**src/kwq_pkg.sv**
```systemverilog
// Shared types, codes and default sizes of the keyed wait queue table.
// Used by the controller, the datapath, the top level and the checker.
`default_nettype none

package kwq_pkg;

    localparam int NUM_KEYS_DEF    = 16;
    localparam int NUM_WAITERS_DEF = 256;
    localparam int KEY_BITS_DEF    = 32;

    localparam int KEY_IN_W = 32;
    localparam int ID_W     = 8;
    localparam int ID_SPAN  = 2 ** ID_W;
    localparam int LEN_W    = 9;
    localparam int ST_W     = 2;

    localparam logic [LEN_W-1:0] LEN_MAX = {LEN_W{1'b1}};

    localparam logic MODE_ADD = 1'b0;
    localparam logic MODE_POP = 1'b1;

    typedef enum logic [ST_W-1:0] {
        ST_ADDED     = 2'd0,
        ST_POPPED    = 2'd1,
        ST_NOT_FOUND = 2'd2,
        ST_FULL      = 2'd3
    } kwq_status_t;

    // Commands from the controller to the datapath.
    typedef struct packed {
        logic start;
        logic scan;
        logic new_ent;
        logic app_clr;
        logic app_wr;
        logic pop_rd;
        logic pop_wr;
        logic finish;
    } kwq_cmd_t;

    // Status from the datapath to the controller.
    typedef struct packed {
        logic scan_done;
        logic is_pop;
        logic found;
        logic free_found;
        logic len_full;
        logic out_free;
    } kwq_sts_t;

endpackage

`default_nettype wire

```
**src/kwq_ctrl.sv**
```systemverilog
// Sequencer of the keyed wait queue table: scan, decide, update, respond.
// Depends on kwq_pkg for the command and status structs.
`default_nettype none

module kwq_ctrl (
    input  wire logic            aclk,
    input  wire logic            aresetn,
    input  wire logic            s_valid,
    output logic                 s_ready,
    input  wire kwq_pkg::kwq_sts_t sts,
    output kwq_pkg::kwq_cmd_t    cmd
);
    import kwq_pkg::*;

    typedef enum logic [8:0] {
        S_IDLE    = 9'b000000001,
        S_SCAN    = 9'b000000010,
        S_EXEC    = 9'b000000100,
        S_NEW     = 9'b000001000,
        S_APP_CLR = 9'b000010000,
        S_APP_WR  = 9'b000100000,
        S_POP_RD  = 9'b001000000,
        S_POP_WR  = 9'b010000000,
        S_DONE    = 9'b100000000
    } state_t;

    state_t state_reg, state_next;

    always_ff @(posedge aclk) begin
        if (!aresetn) begin
            state_reg <= S_IDLE;
        end else begin
            state_reg <= state_next;
        end
    end

    assign s_ready = (state_reg == S_IDLE);

    always_comb begin
        cmd        = '0;
        state_next = state_reg;
        unique case (state_reg)
            S_IDLE: begin
                if (s_valid) begin
                    cmd.start  = 1'b1;
                    state_next = S_SCAN;
                end
            end
            S_SCAN: begin
                cmd.scan = 1'b1;
                if (sts.scan_done) begin
                    state_next = S_EXEC;
                end
            end
            S_EXEC: begin
                priority if (sts.is_pop) begin
                    state_next = sts.found ? S_POP_RD : S_DONE;
                end else if (sts.found) begin
                    state_next = sts.len_full ? S_DONE : S_APP_CLR;
                end else begin
                    state_next = sts.free_found ? S_NEW : S_DONE;
                end
            end
            S_NEW: begin
                cmd.new_ent = 1'b1;
                state_next  = S_DONE;
            end
            S_APP_CLR: begin
                cmd.app_clr = 1'b1;
                state_next  = S_APP_WR;
            end
            S_APP_WR: begin
                cmd.app_wr = 1'b1;
                state_next = S_DONE;
            end
            S_POP_RD: begin
                cmd.pop_rd = 1'b1;
                state_next = S_POP_WR;
            end
            S_POP_WR: begin
                cmd.pop_wr = 1'b1;
                state_next = S_DONE;
            end
            S_DONE: begin
                if (sts.out_free) begin
                    cmd.finish = 1'b1;
                    state_next = S_IDLE;
                end
            end
            default: begin
                state_next = S_IDLE;
            end
        endcase
    end

endmodule

`default_nettype wire

```
**src/kwq_datapath.sv**
```systemverilog
// Datapath of the keyed wait queue table: request registers, key entry
// memory with valid bits, link memory and the result register.
// Depends on kwq_pkg for sizes, codes and the command and status structs.
`default_nettype none

module kwq_datapath #(
    parameter int NUM_KEYS    = kwq_pkg::NUM_KEYS_DEF,
    parameter int NUM_WAITERS = kwq_pkg::NUM_WAITERS_DEF,
    parameter int KEY_BITS    = kwq_pkg::KEY_BITS_DEF
) (
    input  wire logic                          aclk,
    input  wire logic                          aresetn,
    input  wire kwq_pkg::kwq_cmd_t             cmd,
    output kwq_pkg::kwq_sts_t                  sts,
    input  wire logic                          s_mode,
    input  wire logic [kwq_pkg::KEY_IN_W-1:0]  s_key,
    input  wire logic [kwq_pkg::ID_W-1:0]      s_waiter_id,
    output logic                               m_valid,
    input  wire logic                          m_ready,
    output logic [kwq_pkg::ST_W-1:0]           m_status,
    output logic [kwq_pkg::ID_W-1:0]           m_popped_id
);
    import kwq_pkg::*;

    localparam int KEY_W = (KEY_BITS < KEY_IN_W) ? KEY_BITS : KEY_IN_W;
    localparam int KI    = $clog2(NUM_KEYS);
    localparam int LA    = $clog2(NUM_WAITERS);
    localparam logic [KI-1:0] LAST_IDX = KI'(NUM_KEYS - 1);

    typedef struct packed {
        logic [KEY_W-1:0] key;
        logic [ID_W-1:0]  head;
        logic [ID_W-1:0]  tail;
        logic [LEN_W-1:0] len;
    } ent_t;

    // Link address of every possible id.
    logic [LA-1:0] la_tab [ID_SPAN];
    for (genvar g = 0; g < ID_SPAN; g++) begin : g_la
        assign la_tab[g] = LA'(g % NUM_WAITERS);
    end

    ent_t              ent_mem  [NUM_KEYS];
    logic [ID_W-1:0]   link_mem [NUM_WAITERS];

    logic              req_mode_reg;
    logic [KEY_W-1:0]  req_key_reg;
    logic [ID_W-1:0]   req_id_reg;

    logic [KI-1:0]     scan_addr_reg;
    logic [KI-1:0]     cmp_idx_reg;
    logic              cmp_vld_reg;
    ent_t              ent_rd_reg;

    logic              found_reg;
    logic              free_found_reg;
    logic [KI-1:0]     found_idx_reg;
    logic [KI-1:0]     free_idx_reg;
    logic [ID_W-1:0]   ent_head_reg;
    logic [ID_W-1:0]   ent_tail_reg;
    logic [LEN_W-1:0]  ent_len_reg;
    logic [ID_W-1:0]   link_rd_reg;

    logic [NUM_KEYS-1:0] valid_reg;

    logic              m_valid_reg;
    logic [ST_W-1:0]   m_status_reg;
    logic [ID_W-1:0]   m_popped_reg;

    logic              rd_hit;
    logic              rd_free;
    logic              ent_we;
    logic [KI-1:0]     ent_waddr;
    ent_t              ent_wdata;
    logic              link_we;
    logic [LA-1:0]     link_waddr;
    logic [ID_W-1:0]   link_wdata;
    kwq_status_t       res_status;
    logic [ID_W-1:0]   res_popped;

    // Compare stage of the scan, one entry per cycle.
    assign rd_hit  = cmp_vld_reg && valid_reg[cmp_idx_reg] &&
                     (ent_rd_reg.key == req_key_reg);
    assign rd_free = cmp_vld_reg && !valid_reg[cmp_idx_reg];

    assign sts.scan_done  = cmp_vld_reg && (rd_hit || (cmp_idx_reg == LAST_IDX));
    assign sts.is_pop     = (req_mode_reg == MODE_POP);
    assign sts.found      = found_reg;
    assign sts.free_found = free_found_reg;
    assign sts.len_full   = (ent_len_reg == LEN_MAX);
    assign sts.out_free   = !m_valid_reg || m_ready;

    always_ff @(posedge aclk) begin
        if (cmd.start) begin
            req_mode_reg <= s_mode;
            req_key_reg  <= s_key[KEY_W-1:0];
            req_id_reg   <= s_waiter_id;
        end
        if (cmd.scan) begin
            cmp_idx_reg <= scan_addr_reg;
        end
        if (cmd.scan && rd_hit && !found_reg) begin
            found_idx_reg <= cmp_idx_reg;
            ent_head_reg  <= ent_rd_reg.head;
            ent_tail_reg  <= ent_rd_reg.tail;
            ent_len_reg   <= ent_rd_reg.len;
        end
        if (cmd.scan && rd_free && !free_found_reg) begin
            free_idx_reg <= cmp_idx_reg;
        end
        if (cmd.finish) begin
            m_status_reg <= res_status;
            m_popped_reg <= res_popped;
        end
    end

    always_ff @(posedge aclk) begin
        if (!aresetn) begin
            scan_addr_reg  <= '0;
            cmp_vld_reg    <= 1'b0;
            found_reg      <= 1'b0;
            free_found_reg <= 1'b0;
            valid_reg      <= '0;
            m_valid_reg    <= 1'b0;
        end else begin
            if (cmd.start) begin
                scan_addr_reg  <= '0;
                cmp_vld_reg    <= 1'b0;
                found_reg      <= 1'b0;
                free_found_reg <= 1'b0;
            end else if (cmd.scan) begin
                scan_addr_reg <= (scan_addr_reg == LAST_IDX) ? '0 : scan_addr_reg + 1'b1;
                cmp_vld_reg   <= 1'b1;
                if (rd_hit) begin
                    found_reg <= 1'b1;
                end
                if (rd_free) begin
                    free_found_reg <= 1'b1;
                end
            end
            if (cmd.new_ent) begin
                valid_reg[free_idx_reg] <= 1'b1;
            end
            if (cmd.pop_wr && (ent_len_reg == LEN_W'(1))) begin
                valid_reg[found_idx_reg] <= 1'b0;
            end
            if (cmd.finish) begin
                m_valid_reg <= 1'b1;
            end else if (m_ready) begin
                m_valid_reg <= 1'b0;
            end
        end
    end

    // Entry memory: one registered read port for the scan, one write port.
    assign ent_we    = cmd.new_ent || cmd.app_wr || cmd.pop_wr;
    assign ent_waddr = found_reg ? found_idx_reg : free_idx_reg;

    always_comb begin
        ent_wdata.key = req_key_reg;
        priority if (cmd.app_wr) begin
            ent_wdata.head = ent_head_reg;
            ent_wdata.tail = req_id_reg;
            ent_wdata.len  = ent_len_reg + 1'b1;
        end else if (cmd.pop_wr) begin
            ent_wdata.head = link_rd_reg;
            ent_wdata.tail = ent_tail_reg;
            ent_wdata.len  = ent_len_reg - 1'b1;
        end else begin
            ent_wdata.head = req_id_reg;
            ent_wdata.tail = req_id_reg;
            ent_wdata.len  = LEN_W'(1);
        end
    end

    always_ff @(posedge aclk) begin
        if (ent_we) begin
            ent_mem[ent_waddr] <= ent_wdata;
        end
        if (cmd.scan) begin
            ent_rd_reg <= ent_mem[scan_addr_reg];
        end
    end

    // Link memory: the new id's link is cleared first, then the old tail is
    // pointed at it, so the tail write wins when both share an address.
    assign link_we    = cmd.new_ent || cmd.app_clr || cmd.app_wr;
    assign link_waddr = cmd.app_wr ? la_tab[ent_tail_reg] : la_tab[req_id_reg];
    assign link_wdata = cmd.app_wr ? req_id_reg : '0;

    always_ff @(posedge aclk) begin
        if (link_we) begin
            link_mem[link_waddr] <= link_wdata;
        end
        if (cmd.pop_rd) begin
            link_rd_reg <= link_mem[la_tab[ent_head_reg]];
        end
    end

    always_comb begin
        res_popped = '0;
        if (req_mode_reg == MODE_POP) begin
            if (found_reg) begin
                res_status = ST_POPPED;
                res_popped = ent_head_reg;
            end else begin
                res_status = ST_NOT_FOUND;
            end
        end else begin
            if (found_reg ? (ent_len_reg != LEN_MAX) : free_found_reg) begin
                res_status = ST_ADDED;
            end else begin
                res_status = ST_FULL;
            end
        end
    end

    assign m_valid     = m_valid_reg;
    assign m_status    = m_status_reg;
    assign m_popped_id = m_popped_reg;

endmodule

`default_nettype wire

```
**src/keyed_wait_queue_table.sv**
```systemverilog
// Keyed wait queue table: one FIFO of waiting requester ids per key.
// Use: a request on the s_ channel (s_mode, s_key, s_waiter_id) either adds
// s_waiter_id to the tail of the queue tagged s_key or pops the head of
// that queue. Each request yields exactly one response on the m_ channel:
// m_status (added, popped, key not found, key table or queue full) and
// m_popped_id, which carries the removed id on a pop and zero otherwise.
// Both channels use valid/ready; a transfer happens when both are high.
// Flow: requests are handled one at a time; the key entries are scanned
// in order, one per cycle. The scan stops at the entry that holds the key
// or after the last of NUM_KEYS entries. An append then clears the new id's
// link and writes the entry, a pop reads the head's link and writes the
// entry, and a new queue writes a free entry. The next request is accepted
// the cycle after the response is registered, even while that response
// still waits.
// Stall: when m_ready is low the response holds in the output register; a
// following request is still taken and processed, and waits for the
// output register before its own response is loaded.
// Reset: aresetn is synchronous and active low. It clears all entry valid
// bits and the output valid flag, so every key starts empty. The entry and
// link memories are not cleared; unwritten contents are never used.
`default_nettype none

module keyed_wait_queue_table #(
    parameter int NUM_KEYS    = kwq_pkg::NUM_KEYS_DEF,
    parameter int NUM_WAITERS = kwq_pkg::NUM_WAITERS_DEF,
    parameter int KEY_BITS    = kwq_pkg::KEY_BITS_DEF
) (
    input  wire logic                          aclk,
    input  wire logic                          aresetn,
    input  wire logic                          s_valid,
    output logic                               s_ready,
    input  wire logic                          s_mode,
    input  wire logic [kwq_pkg::KEY_IN_W-1:0]  s_key,
    input  wire logic [kwq_pkg::ID_W-1:0]      s_waiter_id,
    output logic                               m_valid,
    input  wire logic                          m_ready,
    output logic [kwq_pkg::ST_W-1:0]           m_status,
    output logic [kwq_pkg::ID_W-1:0]           m_popped_id
);
    import kwq_pkg::*;

    // Commands flow from the sequencer into the datapath; status flows back.
    kwq_cmd_t cmd;
    kwq_sts_t sts;

    kwq_ctrl u_ctrl (
        .aclk    (aclk),
        .aresetn (aresetn),
        .s_valid (s_valid),
        .s_ready (s_ready),
        .sts     (sts),
        .cmd     (cmd)
    );

    kwq_datapath #(
        .NUM_KEYS    (NUM_KEYS),
        .NUM_WAITERS (NUM_WAITERS),
        .KEY_BITS    (KEY_BITS)
    ) u_dp (
        .aclk        (aclk),
        .aresetn     (aresetn),
        .cmd         (cmd),
        .sts         (sts),
        .s_mode      (s_mode),
        .s_key       (s_key),
        .s_waiter_id (s_waiter_id),
        .m_valid     (m_valid),
        .m_ready     (m_ready),
        .m_status    (m_status),
        .m_popped_id (m_popped_id)
    );

endmodule

`default_nettype wire

```
**config.mk**
```make
export PLATFORM = sky130hd
export DESIGN_NAME = keyed_wait_queue_table
export DESIGN_NICKNAME = d
export VERILOG_FILES = /design/src/kwq_pkg.sv /design/src/kwq_ctrl.sv /design/src/kwq_datapath.sv /design/src/keyed_wait_queue_table.sv
export SDC_FILE = /design/constraint.sdc
export NUM_CORES = 2
export LEC_CHECK = 0
export BUFFER_PORTS_ARGS = -buffer_cell sky130_fd_sc_hd__clkbuf_2
export CAP_MARGIN = 15
export CORE_ASPECT_RATIO = 1.4
export CORE_UTILIZATION = 42
export CTS_CLUSTER_SIZE = 20
export DETAILED_ROUTE_END_ITERATION = 8
export SLEW_MARGIN = 20
export SYNTH_ARGS = -nofsm -noshare
export SYNTH_HDL_FRONTEND = slang
export SYNTH_HIERARCHICAL = 1
export SYNTH_SLANG_ARGS = --single-unit
```
**constraint.sdc**
```tcl
create_clock -name aclk -period 11.85 [get_ports aclk]
set_clock_uncertainty 0.2 [all_clocks]
set_input_delay 2.37 -clock aclk [delete_from_list [all_inputs] [get_ports aclk]]
set_output_delay 2.37 -clock aclk [all_outputs]
set_load 0.01 [all_outputs]
```
==> flow_summary.json <==
{
  "drive_above_1_share_pct": 24.9,
  "num_rows": 232,
  "first_pass_iters": 7,
  "setup_slack_ns": 6.90,
  "period_minus_slack_ns": 4.95,
  "setup_viol": 0,
  "die_w_um": 456,
  "cts_made_buffers": 296,
  "worstMarginPinSlew_ns": 1.25,
  "drtIter0Drc": 5425,
  "h-tree-depth": 5,
  "layout_common_cells": "3113 x edfxtp_1, 757 x mux4_2, 327 x nor2_1",
  "synth_flop_cell": "edfxtp_1",
  "grt_max_degree": 193,
  "nFillCells": 23038,
  "setup_tns_ns": 0,
  "drv_slew": 0,
  "core_um2": 286000,
  "die_h_um": 637,
  "cts_root_buffer": "clkbuf_16",
  "cts.repair.resized": 0,
  "final_nets": 5802,
  "cp.required_ns": 9.28,
  "slew_headroom_pct": 16.7,
  "area_growth_pct": 11.9,
  "p_leak_nw": 45.3,
  "ys_seq_elements": 3146,
  "clk_latency_ns": 0.88,
  "outcome": "finished, final reports clean",
  "ctsHoldBuffers": 0,
  "routed_wl_um": 299000,
  "grt_pass1_wl_um": 430000,
  "crit_type": "flop to output port",
  "syn_nets": 5631,
  "cap_violations": 0,
  "wl_per_cell_um": 30.8,
  "track_usage_pct": 20.5,
  "rsz0062_at_grt": "no",
  "ir_drop_v": 0.000133,
  "portBuffers": 56,
  "synth_async_sr_flop_share_pct": 0,
  "die_area_um2": 290000,
  "cp_data_arrival_time_ns": 2.38,
  "drtAntennaViolNets": 0,
  "stdcell_count": 9726,
  "vias": 57027,
  "syn_avg_cell_area_um2": 21.7,
  "cp-start-kind": "flop",
  "cp-end-kind": "output port",
  "post-place-ws_ns": 6.87,
  "synth.distinct_cells": 72,
  "num_io_pins": 57,
  "yosysSeqAreaShare_pct": 77.8,
  "initial_core_util_pct": 42.3,
  "grt_pass1_vias": 59239,
  "grt_overflow": 0,
  "worstPathMaxFanout": 6,
  "clockBufferDepth": 4,
  "cts_num_sinks": 3146,
  "post-cts-setup-buffer-count": 0,
  "synth_area_um2": 121000,
  "hp-class": "flop to flop",
  "fmax_mhz": 202,
  "viasPerCell": 5.86,
  "power_density_nw_per_um2": 167,
  "synth_cells": 5581,
  "grt_antenna_before_repair": 7,
  "synth-edff-count": 3113,
  "final-hold-violation-count": 0,
  "dp.cells": 9196,
  "layout_commonest_cell": "edfxtp_1",
  "cts.clk_slew.worst_paths_ns": 0.06,
  "utilization_pct": 47.4,
  "drcViolationCount": 0,
  "largest_register_ffs": 2048,
  "place_hpwl_um": 172000,
  "yosysWarnings": 6,
  "min_period_over_period_pct": 41.8,
  "cts_tree": "built",
  "globalplace.congestion": 0.859
}
==> kinds of logic (layout without fill, tap and decap cells) <==
kind of cell / Yosys count / after routing / synth area share (%)
xor+xnor: 37 / 37 / 0.268
compound gates: 511 / 511 / 2.83
mux: 869 / 869 / 15.0
flops: 3146 / 3146 / 77.8
buf+inv: 346 / 744 / 1.51
fa+ha+maj: 5 / 5 / 0.0517
simple gates: 667 / 667 / 2.57
other cells: 0 / 3 / 0
==> metal layers <==
| metal | track usage [%] | part of all wire [%] | vias to the layer above | wire (um) |
|---|---|---|---|---|
| met4 | 8.05 | 4.0 | 6 | 12000 |
| met3 | 3.05 | 5.7 | 490 | 17100 |
| met5 | 0 | 0.011 | - | 32 |
| met2 | 36.3 | 53 | 1992 | 158000 |
| li1 | - | - | 23763 | - |
| met1 | 25.1 | 37 | 30776 | 112000 |
==> final timing paths <==
kind | from | to | slack [ns] | depth (start not counted)
worst min register to register | u_dp/ent_rd_reg[21] | u_dp/ent_head_reg[4] | 0.22 | 0
worst min-delay path | u_dp/ent_rd_reg[21] | u_dp/ent_head_reg[4] | 0.22 | 0
worst max-delay path | u_ctrl/state_reg[5] | s_ready | 6.90 | 4
worst max register to register | u_ctrl/state_reg[8] | u_dp/link_mem[153][0] | 6.90 | 11
==> layout make-up <==
type	count	area, um^2	area share (%)
flip-flops and latches	3146	94200	69.5
multi-input cells	2089	25500	18.8
diodes	3	7.51	0.00554
clock buffers	359	7880	5.82
clock inverters	166	1630	1.20
repair buffers	196	1520	1.12
well taps	3744	4680	3.46
inverters	23	88.8	0.0656
==> Yosys cell counts, types with 32 or more instances <==
cell,number,area (um^2)
buf_2,85,425
a22oi_1,184,1380
nand2_1,94,353
a21oi_1,145,726
o221ai_1,32,280
mux4_2,757,17000
nor3_1,48,240
edfxtp_1,3113,93500
dfxtp_1,33,661
buf_4,39,293
mux2i_1,101,1010
o21ai_0,59,295
clkbuf_1,156,586
nor2_1,350,1310
nor4_1,39,244
==> worst max-delay path: stages, from the launching register on <==
cell and delay (ns):
dfxtp_1 0.38, nor3_4 0.33, nand3_2 0.18, nor2_1 0.38, clkbuf_2 0.24
==> power breakdown <==
part	internal (mW)	total (mW)	switching, mW
clock	5.40	9.45	4.05
combinational	0.231	0.634	0.403
sequential	12.3	12.5	0.186
total	18.0	22.6	4.64
==> stage by stage <==
step / total power, mW / hold WS (ns) / cell area [um^2]
after floorplan: 13.1 / 0.200 / 121000
after global placement: 13.4 / 0.202 / 126000
after detailed placement: 13.4 / 0.206 / 126000
after CTS: 22.8 / 0.221 / 135000
after global routing: 23.2 / 0.234 / 135000
final: 22.6 / 0.219 / 135000
(Power assumes the default switching activity.)
